==> config.mk <==
export PLATFORM = sky130hd
export DESIGN_NAME = admin_command_line_recognizer_core
export DESIGN_NICKNAME = d
export VERILOG_FILES = /design/src/hw/rtl/aclr_pkg.sv /design/src/hw/rtl/admin_command_line_recognizer_core.sv /design/src/hw/rtl/aclr_step.sv
export SDC_FILE = /design/constraint.sdc
export NUM_CORES = 1
export LEC_CHECK = 0
export ABC_AREA = 0
export BUFFER_PORTS_ARGS = -buffer_cell sky130_fd_sc_hd__buf_4
export CELL_PAD_IN_SITES_DETAIL_PLACEMENT = 1
export CELL_PAD_IN_SITES_GLOBAL_PLACEMENT = 1
export CORE_UTILIZATION = 40
export DETAILED_ROUTE_END_ITERATION = 8
export PLACE_DENSITY_LB_ADDON = 0.1
export SYNTH_ARGS = -nofsm -noshare
export SYNTH_HDL_FRONTEND = slang
export SYNTH_SLANG_ARGS = --single-unit
==> constraint.sdc <==
create_clock -name clock -period 3.35 [get_ports clock]
set_input_delay 0.67 -clock clock [delete_from_list [all_inputs] [get_ports clock]]
set_output_delay 0.67 -clock clock [all_outputs]
set_load 0.01 [all_outputs]
==> src/hw/rtl/aclr_pkg.sv <==
// Package: parse state codes, result codes and keyword table for the command line recognizer.
`default_nettype none
package aclr_pkg;

   localparam int StateWidth = 5;
   localparam int CharWidth  = 8;
   localparam int KindWidth  = 2;
   localparam int CodeWidth  = 3;
   localparam int DataWidth  = 16;

   typedef logic [StateWidth-1:0] state_type;
   typedef logic [CharWidth-1:0]  char_type;
   typedef logic [KindWidth-1:0]  kind_type;
   typedef logic [CodeWidth-1:0]  code_type;

   localparam state_type ST_BEGIN  = 5'd0;
   localparam state_type ST_L      = 5'd1;
   localparam state_type ST_LOGOUT = 5'd6;
   localparam state_type ST_S      = 5'd7;
   localparam state_type ST_ST     = 5'd8;
   localparam state_type ST_STATS  = 5'd11;
   localparam state_type ST_SE     = 5'd12;
   localparam state_type ST_SETCMD = 5'd16;
   localparam state_type ST_G      = 5'd17;
   localparam state_type ST_GETCMD = 5'd22;
   localparam state_type ST_H      = 5'd23;
   localparam state_type ST_HELP   = 5'd26;
   localparam state_type ST_ARGS   = 5'd27;
   localparam state_type ST_BAD    = 5'd28;

   localparam char_type CH_NL    = 8'h0A;
   localparam char_type CH_SPACE = 8'h20;
   localparam char_type CH_L     = 8'h4C;
   localparam char_type CH_S     = 8'h53;
   localparam char_type CH_G     = 8'h47;
   localparam char_type CH_H     = 8'h48;
   localparam char_type CH_T     = 8'h54;
   localparam char_type CH_E     = 8'h45;

   localparam kind_type KIND_ARG     = 2'd0;
   localparam kind_type KIND_CMD     = 2'd1;
   localparam kind_type KIND_INVALID = 2'd2;

   localparam code_type CMD_STATS  = 3'd0;
   localparam code_type CMD_GETCMD = 3'd1;
   localparam code_type CMD_SETCMD = 3'd2;
   localparam code_type CMD_LOGOUT = 3'd3;
   localparam code_type CMD_HELP   = 3'd4;

   // Result of one parse step.
   typedef struct packed {
      state_type next_state;
      logic      has_result;
      kind_type  kind;
      code_type  code;
      char_type  arg;
   } step_type;

   // Expected upper-case character in the straight runs of each keyword; 0 elsewhere.
   function automatic char_type expect_char(input state_type st);
      char_type ch;
      case (st)
         5'd1:    ch = 8'h4F; // O
         5'd2:    ch = 8'h47; // G
         5'd3:    ch = 8'h4F; // O
         5'd4:    ch = 8'h55; // U
         5'd5:    ch = 8'h54; // T
         5'd8:    ch = 8'h41; // A
         5'd9:    ch = 8'h54; // T
         5'd10:   ch = 8'h53; // S
         5'd12:   ch = 8'h54; // T
         5'd13:   ch = 8'h43; // C
         5'd14:   ch = 8'h4D; // M
         5'd15:   ch = 8'h44; // D
         5'd17:   ch = 8'h45; // E
         5'd18:   ch = 8'h54; // T
         5'd19:   ch = 8'h43; // C
         5'd20:   ch = 8'h4D; // M
         5'd21:   ch = 8'h44; // D
         5'd23:   ch = 8'h45; // E
         5'd24:   ch = 8'h4C; // L
         5'd25:   ch = 8'h50; // P
         default: ch = 8'h00;
      endcase
      return ch;
   endfunction

endpackage
`default_nettype wire

==> src/hw/rtl/admin_command_line_recognizer_core.sv <==
// Top level: input register, parse step, parse state and result register.
//
// Command line recognizer. One ASCII character per transfer on the req_ stream;
// results leave on the rsp_ stream. Keywords STATS, GETCMD, SETCMD, LOGOUT and
// HELP are matched without regard to case; SETCMD takes a space and an argument
// whose characters stream out one per transfer (kind 0). A newline yields the
// command code (kind 1) or one invalid-line result (kind 2).
// Each character is registered first, then its result once the output register
// is free. Characters that give no result only move the parse state. Throughput:
// one character per cycle unless a stalled result holds it; the next character
// is taken while a result waits in the output register, as the input register
// is a stage of its own and the parse state is one register updated per step.
// Reset (synchronous, active high) empties both registers and returns the
// parse to the start of a line.
// When the receiver stalls, the result holds in the output register; one more
// character waits in the input register, then req_tready drops until a
// result is taken. Characters without a result keep flowing past a stall.
`default_nettype none
module admin_command_line_recognizer_core
   import aclr_pkg::*;
(
   input  wire                  clock,
   input  wire                  reset,
   input  wire                  req_tvalid,
   output logic                 req_tready,
   input  wire [CharWidth-1:0]  req_tdata,  // [7:0] char_in
   output logic                 rsp_tvalid,
   input  wire                  rsp_tready,
   output logic [DataWidth-1:0] rsp_tdata,  // [2:0] command_code, [10:3] arg_char, rest 0
   output logic [KindWidth-1:0] rsp_tuser   // [1:0] result_kind
);

   logic      in_valid_ff, in_valid_in;
   char_type  in_char_ff, in_char_in;
   state_type state_ff, state_in;
   logic      out_valid_ff, out_valid_in;
   kind_type  out_kind_ff, out_kind_in;
   code_type  out_code_ff, out_code_in;
   char_type  out_arg_ff, out_arg_in;

   step_type step;
   logic     out_free;
   logic     advance;

   aclr_step u_step (
      .st   (state_ff),
      .raw  (in_char_ff),
      .step (step)
   );

   always_comb begin
      out_free   = !out_valid_ff || rsp_tready;
      advance    = in_valid_ff && (!step.has_result || out_free);
      req_tready = !in_valid_ff || advance;

      in_valid_in = in_valid_ff;
      in_char_in  = in_char_ff;
      if (req_tready) begin
         in_valid_in = req_tvalid;
         in_char_in  = req_tdata;
      end

      state_in = advance ? step.next_state : state_ff;

      out_valid_in = out_valid_ff && !rsp_tready;
      out_kind_in  = out_kind_ff;
      out_code_in  = out_code_ff;
      out_arg_in   = out_arg_ff;
      if (advance && step.has_result) begin
         out_valid_in = 1'b1;
         out_kind_in  = step.kind;
         out_code_in  = step.code;
         out_arg_in   = step.arg;
      end
   end

   always_ff @(posedge clock) begin
      if (reset) begin
         in_valid_ff  <= 1'b0;
         state_ff     <= ST_BEGIN;
         out_valid_ff <= 1'b0;
      end else begin
         in_valid_ff  <= in_valid_in;
         state_ff     <= state_in;
         out_valid_ff <= out_valid_in;
      end
      in_char_ff  <= in_char_in;
      out_kind_ff <= out_kind_in;
      out_code_ff <= out_code_in;
      out_arg_ff  <= out_arg_in;
   end

   assign rsp_tvalid = out_valid_ff;
   assign rsp_tuser  = out_kind_ff;
   assign rsp_tdata  = {{(DataWidth - CodeWidth - CharWidth){1'b0}}, out_arg_ff, out_code_ff};

`ifndef SYNTHESIS
   a_state_range: assert property (@(posedge clock) disable iff (reset)
      state_ff <= ST_BAD)
      else $error("parse state out of range");

   a_newline_restarts: assert property (@(posedge clock) disable iff (reset)
      (advance && in_char_ff == CH_NL) |=> (state_ff == ST_BEGIN && out_valid_ff))
      else $error("newline did not restart parse with a result");

   a_arg_fields: assert property (@(posedge clock) disable iff (reset)
      (out_valid_ff && out_kind_ff == KIND_ARG) |-> (out_code_ff == CMD_STATS))
      else $error("argument result with nonzero command code");

   a_cmd_fields: assert property (@(posedge clock) disable iff (reset)
      (out_valid_ff && out_kind_ff != KIND_ARG) |-> (out_arg_ff == 8'h00))
      else $error("command result with nonzero argument");

   a_no_drop: assert property (@(posedge clock) disable iff (reset)
      (out_valid_ff && !rsp_tready) |=> (out_valid_ff && $stable(out_kind_ff)
                                          && $stable(out_arg_ff)))
      else $error("stalled result overwritten");
`endif

endmodule
`default_nettype wire

==> src/hw/rtl/aclr_step.sv <==
// One parse step: next state and result for one character in the current state.
`default_nettype none
module aclr_step
   import aclr_pkg::*;
(
   input  wire state_type st,
   input  wire char_type  raw,
   output step_type       step
);

   char_type up;
   char_type exp_ch;

   always_comb begin
      up     = (raw inside {[8'h61:8'h7A]}) ? (raw - 8'h20) : raw;
      exp_ch = expect_char(st);

      step            = '0;
      step.next_state = ST_BAD;

      if (raw == CH_NL) begin
         step.next_state = ST_BEGIN;
         step.has_result = 1'b1;
         step.kind       = KIND_CMD;
         case (st)
            ST_STATS:  step.code = CMD_STATS;
            ST_GETCMD: step.code = CMD_GETCMD;
            ST_ARGS:   step.code = CMD_SETCMD;
            ST_LOGOUT: step.code = CMD_LOGOUT;
            ST_HELP:   step.code = CMD_HELP;
            default:   step.kind = KIND_INVALID;
         endcase
      end else if (st == ST_ARGS) begin
         step.next_state = ST_ARGS;
         step.has_result = 1'b1;
         step.kind       = KIND_ARG;
         step.arg        = raw;
      end else if (st == ST_BEGIN) begin
         if (up == CH_L)      step.next_state = ST_L;
         else if (up == CH_S) step.next_state = ST_S;
         else if (up == CH_G) step.next_state = ST_G;
         else if (up == CH_H) step.next_state = ST_H;
      end else if (st == ST_S) begin
         if (up == CH_T)      step.next_state = ST_ST;
         else if (up == CH_E) step.next_state = ST_SE;
      end else if (st == ST_SETCMD) begin
         if (raw == CH_SPACE) step.next_state = ST_ARGS;
      end else if (exp_ch != 8'h00 && up == exp_ch) begin
         step.next_state = st + 5'd1;
      end
   end

endmodule
`default_nettype wire

==> flow_summary.yaml <==
yosys:
  yosysSeqAreaShare_pct: 36.4
  syn_inst: 270
  synth_flop_cell: "edfxtp_1"
  syn_area_mm2: 0.00245
  synth_edf_count: 21
  synthArstFlopShare_pct: 0
  synth_seq_cells: 34
  synth_warnings: 0
  ys_types: 65
  syn-mean-instance-area_um2: 9.06
die:
  rows: 28
  core_mm2: 0.00592
  initial_core_util_pct: 41.3
  die_x_um: 80.2
  die-area_mm2: 0.00644
  ios: 32
  die_h_um: 80.2
global_routing:
  grt_pass1_wl_um: 11800
  grtUsageMet2_pct: 43.3
  grt_remaining_overflow: 0
  grtUsageMet3_pct: 4.43
  met1_usage_pct: 29.3
  antenna_found_initial: 0
  grtUsageTotal_pct: 24.4
  grt_pass1_vias: 2396
  top_usage_layer: "met2"
  grt_max_degree: 15
drt:
  drt-initial-drc-count: 81
  wirelength_um: 7250
  drc: 0
  dr.pass1.iters: 4
  postRouteAntennaNets: 0
  detail_route.wl_per_cell_um: 17.8
  routed_via_density: 5.70
  vias: 2318
clock_tree:
  cts-hold-fix-buffers: 0
  cts_buffer_depth: 2
  cts_tree: "done"
  htreeDepth: 2
  cts_sinks: 34
  clockRootBuffer: "clkbuf_8"
  clk_latency_ps: 290
  path_clk_slew_ps: 80
  numCtsBuffers: 5
sta:
  final_max_slew_viol_count: 0
  fin_skew_ps: 6.52
  setup_viol: 0
  finalCritPeriodShare_pct: 96.7
  max_freq_mhz: 309
  period_minus_slack_ps: 3240
  grt_setup_unrepaired: "true"
  holdWs_ps: 550
  finalHoldViolCount: 0
layout:
  fin_nets: 357
  design_area_mm2: 0.00317
  finalNonFillerCells: 407
  layout-drive-gt1-share_pct: 29.2
  area.sequential_um2: 891
  area_growth_pct: 29.4
  n_antenna_cell: 0
  num-fill-cells: 717
  multi_input_area_mm2: 0.00145
worst_setup_path:
  worstPathMaxFanout: 4
  cp-end-kind: "flip-flop"
  timing.critical_path.required_ps: 3540
  r2r_cells: 11
  crit_type: "reg2reg"
  start_kind: "flip-flop"
  cp.arrival_ps: 3430
placed_design:
  port_buffers: 26
  placedCellCount: 398
  gp_congestion: 0.881
  placed_cell_area_mm2: 0.00296
  dpl.hpwl_um: 5790
pwr:
  ir_drop_mv: 0.196
  power.density_mw_per_mm2: 467
  p_leak_uw: 0.00131
min_path:
  hold_class: "in2reg"
  min_path_cells: 1
outcome:
  outcome: "finished clean"
run:
  maxCapViolations: 0
## per-stage QoR
stage	total power, µW	worst slack [ps]	setup TNS (ps)	utilization (%)
global placement	989	72.5	0	50.0
finish	1480	111	0	53.5
floorplan	818	23.2	0	-
CTS	1470	6.29	0	52.3
detailed placement	999	4.94	0	50.0
global route	1560	-17.4	-17.4	53.5
## power by group
group / total (µW) / switching, µW / internal, µW
logic: 499 / 273 / 226
registers: 518 / 41.7 / 477
clock network: 463 / 164 / 298
## state kept, by name (all words and copies together) (netlist names)
name / count
rsp_tvalid: 1
in_char_ff: 8
state_ff: 5
rsp_tuser: 2
in_valid_ff: 1
out_arg_ff: 8
u_step.exp_ch: 6
out_code_ff: 3
## cell usage after synthesis, types with 7 or more instances
library cell / instances / area, µm²
inv_1: 21 / 78.8
nand4_1: 7 / 43.8
clkbuf_1: 9 / 33.8
dfxtp_1: 13 / 260
nand3_1: 7 / 35.0
and2_1: 7 / 43.8
nand2_1: 16 / 60.1
nor2_1: 10 / 37.5
edfxtp_1: 21 / 631
a211oi_1: 8 / 60.1
ha_1: 14 / 175
a21oi_1: 25 / 125
## worst paths after layout
kind                               startpoint                to  slack, ps
worst max-delay path            in_char_ff[2]  u_step.exp_ch[0]        110
worst min-delay path             req_tdata[1]     in_char_ff[1]        550
worst max register to register  in_char_ff[2]  u_step.exp_ch[0]        110
worst min register to register    state_ff[1]       state_ff[1]        630
## critical path: stages, from the launching register on
cell      delay [ps]
edfxtp_1         470
xor2_1           190
or4_1            540
a211oi_2         230
nand4_1          140
a221o_1          400
a21oi_2          190
inv_1            110
ha_4             290
a21oi_1           40
or4_1            400
o221a_2          130
## per-layer routing
layer	routed length (µm)	vias to the layer above
met5	0	-
met4	136	0
met3	284	14
met2	3570	56
met1	3250	1125
li1	-	1123
## area by class of cell
class	instances	share of cell area, %
multi-input combinational	200	45.8
timing repair buffer	68	16.1
clock inverter	3	2.17
tap	75	2.96
sequential	34	28.1
clock buffer	5	2.17
inverter	22	2.69
## cells in the final DEF, fill, tap and decap left out, types with 3 or more instances in the layout
cell type,instances
a211oi_1,7
a21boi_0,3
a21oi_1,24
a221o_1,3
and2_1,7
and3_1,6
buf_4,68
clkbuf_8,5
conb_1,5
dfxtp_1,13
edfxtp_1,21
ha_1,13
inv_1,21
nand2_1,16
nand2b_1,5
nand3_1,7
nand4_1,7
nor2_1,10
nor2b_1,6
nor3_1,4
nor4_1,3
o211ai_1,3
o21ai_0,6
o22a_1,3
o31ai_1,4
or4_1,3
xor2_1,4
## kinds of logic after synthesis
| logic type | Yosys count | share of synthesized area, % |
|---|---|---|
| compound gates | 80 | 23.3 |
| xor+xnor | 6 | 2.15 |
| fa+ha+maj | 14 | 7.16 |
| buf+inv | 40 | 7.67 |
| flops | 34 | 36.4 |
| mux | 1 | 0.460 |
| other cells | 1 | 0.153 |
| simple gates | 94 | 22.8 |
## repair_timing
item | 4_1_cts | 5_1_grt
gates resized for setup | 1 | 10
pin swaps | 0 | 3
endpoints found under the setup margin | 1 | 6
setup buffers | 0 | 1
(Power assumes the default switching activity.)
